<file path="config.mk">
export PLATFORM = sky130hd
export DESIGN_NAME = bqe_ctrl
export DESIGN_NICKNAME = d
export VERILOG_FILES = /design/src/rtl/core/bqe_pkg.sv /design/src/rtl/core/bqe_ctrl.sv
export SDC_FILE = /design/constraint.sdc
export NUM_CORES = 1
export LEC_CHECK = 0
export ABC_AREA = 1
export ABC_CLOCK_PERIOD_IN_PS = 1900
export BUFFER_PORTS_ARGS = -buffer_cell sky130_fd_sc_hd__buf_2
export CAP_MARGIN = 20
export CORE_AREA = 5 5 42 44
export CTS_CLUSTER_SIZE = 28
export DETAILED_ROUTE_END_ITERATION = 10
export DIE_AREA = 0 0 47 49
export PLACE_DENSITY = 0.79
export REMOVE_ABC_BUFFERS = 1
export SLEW_MARGIN = 20
export SYNTH_ARGS = -nofsm -noshare
export SYNTH_HDL_FRONTEND = slang
export SYNTH_SLANG_ARGS = --single-unit
</file>
<file path="constraint.sdc">
create_clock -name clk -period 1.9 [get_ports clk]
set_input_delay 0.475 -clock clk [delete_from_list [all_inputs] [get_ports clk]]
set_output_delay 0.475 -clock clk [all_outputs]
set_load 0.01 [all_outputs]
</file>
<file path="src/rtl/core/bqe_pkg.sv">
package bqe_pkg;

  localparam int PosW = 20;
  localparam int VecW = 16;
  localparam int OrdW = 30;
  localparam int VnW  = 32;
  localparam int CfgW = 60;
  localparam int IdxW = 3;
  localparam int SqW  = 32;   // root width of a 64-bit radicand
  localparam int RadW = 64;
  localparam int QW   = 24;   // quotient width, enough above the clamp
  localparam int NumW = 64;

  localparam logic signed [VecW-1:0] OneQ14 = 16'sd16384;
  localparam logic signed [PosW+2:0] PosMax = 23'sd524287;
  localparam logic signed [PosW+2:0] PosMin = -23'sd524288;

  localparam logic [IdxW-1:0] RegMode   = 3'd0;
  localparam logic [IdxW-1:0] RegRight  = 3'd1;
  localparam logic [IdxW-1:0] RegUp     = 3'd2;
  localparam logic [IdxW-1:0] RegCam    = 3'd3;
  localparam logic [IdxW-1:0] RegWidth  = 3'd4;
  localparam logic [IdxW-1:0] RegHeight = 3'd5;

  typedef enum logic [3:0] {
    ST_IDLE, ST_LOADV, ST_SUM, ST_SQRT, ST_DIVINIT, ST_DIV, ST_NEXTC,
    ST_NEXTV, ST_HALF, ST_EMIT
  } state_t;

  typedef struct packed {
    logic       load_item;  // capture centre, set up first vector
    logic       load_vec;   // load the vector to normalise (0 right, 1 up)
    logic       vec_sel;
    logic       sum_sq;     // square and accumulate one component
    logic       sqrt_step;
    logic       div_init;
    logic       div_step;
    logic       store_n;    // store normalised component
    logic [1:0] comp;
    logic       half;       // compute half offsets
    logic       out_load;
    logic [1:0] corner;
  } cmd_t;

  typedef struct packed {
    logic skip_norm;   // vector fixed or zero, no normalise
    logic sqrt_done;
    logic div_done;
    logic out_busy;
  } sts_t;

endpackage

</file>
<file path="src/rtl/core/bqe_ctrl.sv">
module bqe_ctrl (
  input  logic          clk,
  input  logic          rst_n,
  input  logic          in_valid,
  output logic          in_stall,
  input  bqe_pkg::sts_t sts,
  input  logic          out_taken,
  output bqe_pkg::cmd_t cmd
);

  bqe_pkg::state_t state_r, state_nxt;
  logic [1:0] comp_r, comp_nxt;
  logic [1:0] corner_r, corner_nxt;
  logic       vsel_r, vsel_nxt;

  always_ff @(posedge clk) begin
    if (!rst_n) begin
      state_r  <= bqe_pkg::ST_IDLE;
      comp_r   <= '0;
      corner_r <= '0;
      vsel_r   <= 1'b0;
    end else begin
      state_r  <= state_nxt;
      comp_r   <= comp_nxt;
      corner_r <= corner_nxt;
      vsel_r   <= vsel_nxt;
    end
  end

  always_comb begin
    state_nxt  = state_r;
    comp_nxt   = comp_r;
    corner_nxt = corner_r;
    vsel_nxt   = vsel_r;
    cmd        = '0;
    cmd.comp   = comp_r;
    cmd.vec_sel = vsel_r;
    cmd.corner = corner_r;
    in_stall   = 1'b1;
    unique case (state_r)
      bqe_pkg::ST_IDLE: begin
        in_stall = 1'b0;
        if (in_valid) begin
          cmd.load_item = 1'b1;
          vsel_nxt  = 1'b0;
          state_nxt = bqe_pkg::ST_LOADV;
        end
      end
      bqe_pkg::ST_LOADV: begin
        cmd.load_vec = 1'b1;
        comp_nxt  = '0;
        state_nxt = bqe_pkg::ST_SUM;
      end
      bqe_pkg::ST_SUM: begin
        if (sts.skip_norm) begin
          state_nxt = bqe_pkg::ST_NEXTV;
        end else begin
          cmd.sum_sq = 1'b1;
          if (comp_r == 2'd2) begin
            state_nxt = bqe_pkg::ST_SQRT;
          end else begin
            comp_nxt = comp_r + 2'd1;
          end
        end
      end
      bqe_pkg::ST_SQRT: begin
        cmd.sqrt_step = 1'b1;
        if (sts.sqrt_done) begin
          comp_nxt  = '0;
          state_nxt = bqe_pkg::ST_DIVINIT;
        end
      end
      bqe_pkg::ST_DIVINIT: begin
        cmd.div_init = 1'b1;
        state_nxt = bqe_pkg::ST_DIV;
      end
      bqe_pkg::ST_DIV: begin
        cmd.div_step = 1'b1;
        if (sts.div_done) state_nxt = bqe_pkg::ST_NEXTC;
      end
      bqe_pkg::ST_NEXTC: begin
        cmd.store_n = 1'b1;
        if (comp_r == 2'd2) begin
          state_nxt = bqe_pkg::ST_NEXTV;
        end else begin
          comp_nxt  = comp_r + 2'd1;
          state_nxt = bqe_pkg::ST_DIVINIT;
        end
      end
      bqe_pkg::ST_NEXTV: begin
        if (vsel_r) begin
          state_nxt = bqe_pkg::ST_HALF;
        end else begin
          vsel_nxt  = 1'b1;
          state_nxt = bqe_pkg::ST_LOADV;
        end
      end
      bqe_pkg::ST_HALF: begin
        cmd.half   = 1'b1;
        corner_nxt = '0;
        state_nxt  = bqe_pkg::ST_EMIT;
      end
      bqe_pkg::ST_EMIT: begin
        if (!sts.out_busy || out_taken) begin
          cmd.out_load = 1'b1;
          corner_nxt = corner_r + 2'd1;
          if (corner_r == 2'd3) state_nxt = bqe_pkg::ST_IDLE;
        end
      end
      default: state_nxt = bqe_pkg::ST_IDLE;
    endcase
  end

endmodule

</file>
Word level (Yosys, flattened, before mapping)
Index checks and enable logic that the tools add are counted.
Widths: inputs -> output; s select.
{"block": "totals", "reg_bits": 9, "output_inout_bits": 15, "wordCells": 65, "input_bits": 8}
{"block": "op_classes", "reduce_logical": 10, "n_eq_ne": 18, "mux": 31, "add_sub_neg": 2}
{"cell": "$pmux 4 s10", "n": 1}
{"cell": "$mux 4", "n": 8}
{"cell": "$eq 4x3->1 const B", "n": 4}
{"cell": "$mux 1", "n": 14}
{"cell": "$ne 2x2->1 const B", "n": 6}
{"cell": "$mux 2", "n": 5}
{"cell": "$eq 4x2->1 const B", "n": 2}
{"cell": "$eq 4x4->1 const B", "n": 2}
{"cell": "$pmux 2 s4", "n": 1}
{"cell": "$reduce_and 6->1", "n": 1}
{"cell": "$add 2x1->2 const B", "n": 2}
{"cell": "$eq 2x2->1 const B", "n": 2}
{"cell": "$eq 4x1->1 const B", "n": 1}
{"cell": "$logic_not 4->1", "n": 1}
{"cell": "$pmux 2 s2", "n": 1}
{"cell": "$reduce_and 2->1", "n": 2}
{"cell": "$reduce_bool 2->1", "n": 2}
{"cell": "$reduce_bool 4->1", "n": 1}
{"cell": "$ne 3x3->1 const B", "n": 1}
{"cell": "$reduce_and 3->1", "n": 1}
{"cell": "$pmux 1 s2", "n": 1}
{"cell": "$logic_not 1->1", "n": 1}
{"cell": "$logic_or 1x1->1", "n": 1}

Longest topological paths before layout
{"block": "depth", "ltp_word": 4, "mapped_depth": 9, "depth_no_buf": 9}

Least setup slack after synthesis
OpenSTA, ideal clock, no wires.
{"block": "synth_timing", "kind": "register to output", "start": "register state_r[0]", "end": "output port cmd[13] in the netlist's numbering", "t_arrival_ps": 974, "path_buffers": 0, "required_time_ps": 1425, "slack_ps": 451, "stages_incl_launch_ff": 4, "cell_sequence": "dfxtp_1 nor2_1 nand2_1 nor2_1"}
{"item": "start, declared", "line_no": "bqe_ctrl.sv:11", "rtl": "bqe_pkg::state_t state_r, state_nxt;"}
{"item": "start signal, assigned", "line_no": "bqe_ctrl.sv:18", "rtl": "state_r <= bqe_pkg::ST_IDLE;"}
{"item": "start signal, assigned", "line_no": "bqe_ctrl.sv:23", "rtl": "state_r <= state_nxt;"}
{"item": "end, declared", "line_no": "bqe_ctrl.sv:8", "rtl": "output bqe_pkg::cmd_t cmd"}

==> impl_metrics.py <==
metrics = {
    "status": {
        "status": "complete, no violations",
    },
    "layout": {
        "area_growth_syn_to_layout_pct": 23.9,
        "fin_util_pct": 57.9,
        "final_cell_area_um2": 812,
        "mostFrequentLayoutCells": "29 x nand2_1, 22 x buf_2, 21 x inv_1, 20 x nor2_1, 13 x nand3_1",
        "antenna_cells": 0,
        "final_common_cell": "nand2_1",
        "drive_gt1_share_pct": 23.2,
        "nNetsFinal": 149,
    },
    "clock_network": {
        "h-tree-depth": 1,
        "cts_sinks": 9,
        "numCtsBuffers": 3,
        "hold_buffers": 0,
        "clk_latency_ns": 0.27,
        "path_clk_slew_ns": 0.06,
        "cts_tree": "done",
        "clock_path_buffers": 2,
        "cts_root_buffer": "clkbuf_4",
    },
    "detailed_routing": {
        "wl_per_cell_um": 10.5,
        "vias": 749,
        "antenna_left": 0,
        "first_pass_iters": 4,
        "drt-vias-per-instance": 4.86,
        "drc_errors": 0,
        "wl_um": 1620,
        "drt_iter0_drc": 22,
    },
    "synth": {
        "ys_warn_count": 0,
        "syn_inst": 113,
        "synth.top_cell.area_share_pct": 27.5,
        "synthesis.area_um2": 656,
        "syn_area_per_cell_um2": 5.80,
        "yosys-top-cells-area": "dfxtp_1 27%, nand2_1 17%, inv_1 12%",
        "synth_seq_cells": 9,
        "yosysSeqAreaShare_pct": 27.5,
        "yosys.area.top_type": "dfxtp_1",
        "ys_types": 18,
    },
    "global_routing": {
        "gr-total-overflow": 0,
        "grt_pass1_vias": 646,
        "grt_first_pass_wirelength_um": 2550,
        "grt_max_degree": 10,
        "gr-usage-all-layers_pct": 15.1,
        "antenna_found_initial": 0,
    },
    "setup_path": {
        "crit_slowest_cell": "dfxtp_1",
        "endpoint": "cmd[8]",
        "critPathRequiredTime_ns": 1.42,
        "r2r_cells": 8,
        "cpPeakStageDelay_ns": 0.38,
        "path_cells": "inv_1 -> nor2_1 -> nand2_1 -> inv_1 -> buf_2",
        "crit_start": "state_r[2]$_SDFFE_PN0P_",
        "worstPathMaxFanout": 4,
        "crit_top_cell": "inv_1",
        "cp-start-kind": "register",
        "worstReg2RegEnd": "state_r[2]$_SDFFE_PN0P_",
        "arrival_ns": 1.32,
        "crit_type": "register to output port",
        "r2r_slack_ns": 0.47,
        "worstSetupEndpointType": "output port",
        "reg2reg_from": "comp_r[0]$_SDFFE_PN0P_",
    },
    "placed_design": {
        "port_buffers": 22,
        "pre_cts_slack_ns": 0.369,
        "gp_congestion": 0.836,
        "dp_hpwl_um": 1280,
        "placed_cell_area_um2": 778,
    },
    "hold_path": {
        "hold_path_class": "input pin to register",
    },
    "die": {
        "io_pins": 23,
        "design.die.area_mm2": 0.00230,
        "fp.dieH_um": 49,
        "start_util_pct": 46.8,
        "die_x_um": 47,
        "core_area_mm2": 0.00140,
        "rows": 14,
    },
    "sta": {
        "setup_viol": 0,
        "slew_headroom_pct": 76.1,
        "finalCriticalPeriod_ns": 1.79,
        "drv_slew": 0,
        "rsz0062_at_grt": "true",
        "worst_pin_slew_ns": 0.358,
        "fin_ws_ns": 0.105,
        "min_period_over_period_pct": 94.4,
        "clock.fmax_mhz": 557,
        "hold_viol_final": 0,
        "fin_skew_ns": 0.00243,
    },
    "power_and_ir_drop": {
        "peakVddDrop_mv": 0.554,
        "total_power_mw": 1.01,
        "p_leak_nw": 0.503,
        "powerDensity_mw_per_mm2": 1250,
    },
    "run": {
        "drv_cap": 0,
    },
}
[worst min path at each step]
| stage | slack, ns | startpoint | end | cells past startpoint |
|---|---|---|---|---|
| 6_report | 0.49 | rst_n | comp_r[1]$_SDFFE_PN0P_ | 3 |
| 2_1_floorplan | 0.51 | vsel_r$_SDFFE_PN0P_ | state_r[3]$_SDFFE_PN0P_ | 2 |
| 3_3_place_gp | 0.49 | comp_r[0]$_SDFFE_PN0P_ | comp_r[0]$_SDFFE_PN0P_ | 2 |
| 5_1_grt | 0.49 | rst_n | state_r[0]$_SDFFE_PN0P_ | 3 |
| 4_1_cts | 0.49 | rst_n | state_r[0]$_SDFFE_PN0P_ | 3 |
| 3_5_place_dp | 0.49 | vsel_r$_SDFFE_PN0P_ | state_r[3]$_SDFFE_PN0P_ | 2 |
[report_power, final]
group | internal (mW) | switching (mW) | leakage (nW)
Sequential | 0.229 | 0.0461 | 0.0734
Combinational | 0.215 | 0.370 | 0.414
Clock | 0.0813 | 0.0731 | 0.0150
Total | 0.525 | 0.489 | 0.503
[synth_stat cells]
cell type / instances
a21boi_0: 1
nor2_1: 21
inv_1: 21
o21ai_2: 1
nor2_4: 1
nand2_1: 29
a21oi_1: 4
o21ai_0: 2
dfxtp_1: 9
buf_4: 1
nor3_1: 1
nand2_2: 2
o211a_1: 1
nor2_2: 2
ha_1: 2
nand3_1: 13
nand3b_1: 1
a31oi_1: 1
[timing repair]
action	CTS	global route
setup endpoints to repair	0	4
setup buffers	0	0
gates resized for setup	0	2
[layout make-up]
class / count / area (µm²)
well taps: 16 / 20.0
fillers: 143 / 589
flip-flops and latches: 9 / 180
multi-input cells: 82 / 397
inverters: 21 / 78.8
clock buffers: 4 / 26.3
repair buffers: 22 / 110
[critical path, delay by kind of cell, from the launching register on]
family                 cells  cell delay [ns]
and+or+nand+nor            2             0.41
DFF                        1             0.38
buffers and inverters      3             0.26
[state kept, by name (all words and copies together) (netlist names)]
signal    cells
state_r       4
comp_r        2
corner_r      2
vsel_r        1
[cell families (layout without fill, tap and decap cells)]
group / after synthesis / after routing / synth area share, %
fa+ha+maj: 2 / 2 / 3.82
buf+inv: 22 / 47 / 13.2
flops: 9 / 9 / 27.5
compound gates: 10 / 10 / 9.54
simple gates: 70 / 70 / 46.0
[metrics by stage]
stage	hold WS [ns]	std cells	TNS, ns
3_3_place_gp	0.489	150	0
4_1_cts	0.486	154	0
5_1_grt	0.489	154	-0.0175
6_report	0.489	154	0
2_1_floorplan	0.513	112	0
3_5_place_dp	0.494	150	0
[per-layer routing]
metal  share of wire [%]  vias up  track usage [%]
met4                 2.3        0             8.29
li1                    -      399                -
met3                 8.0        5             3.32
met2                  49       27             23.5
met5                   0        -                0
met1                  41      318             18.5
Note: power is estimated with default switching activity, not from simulation.
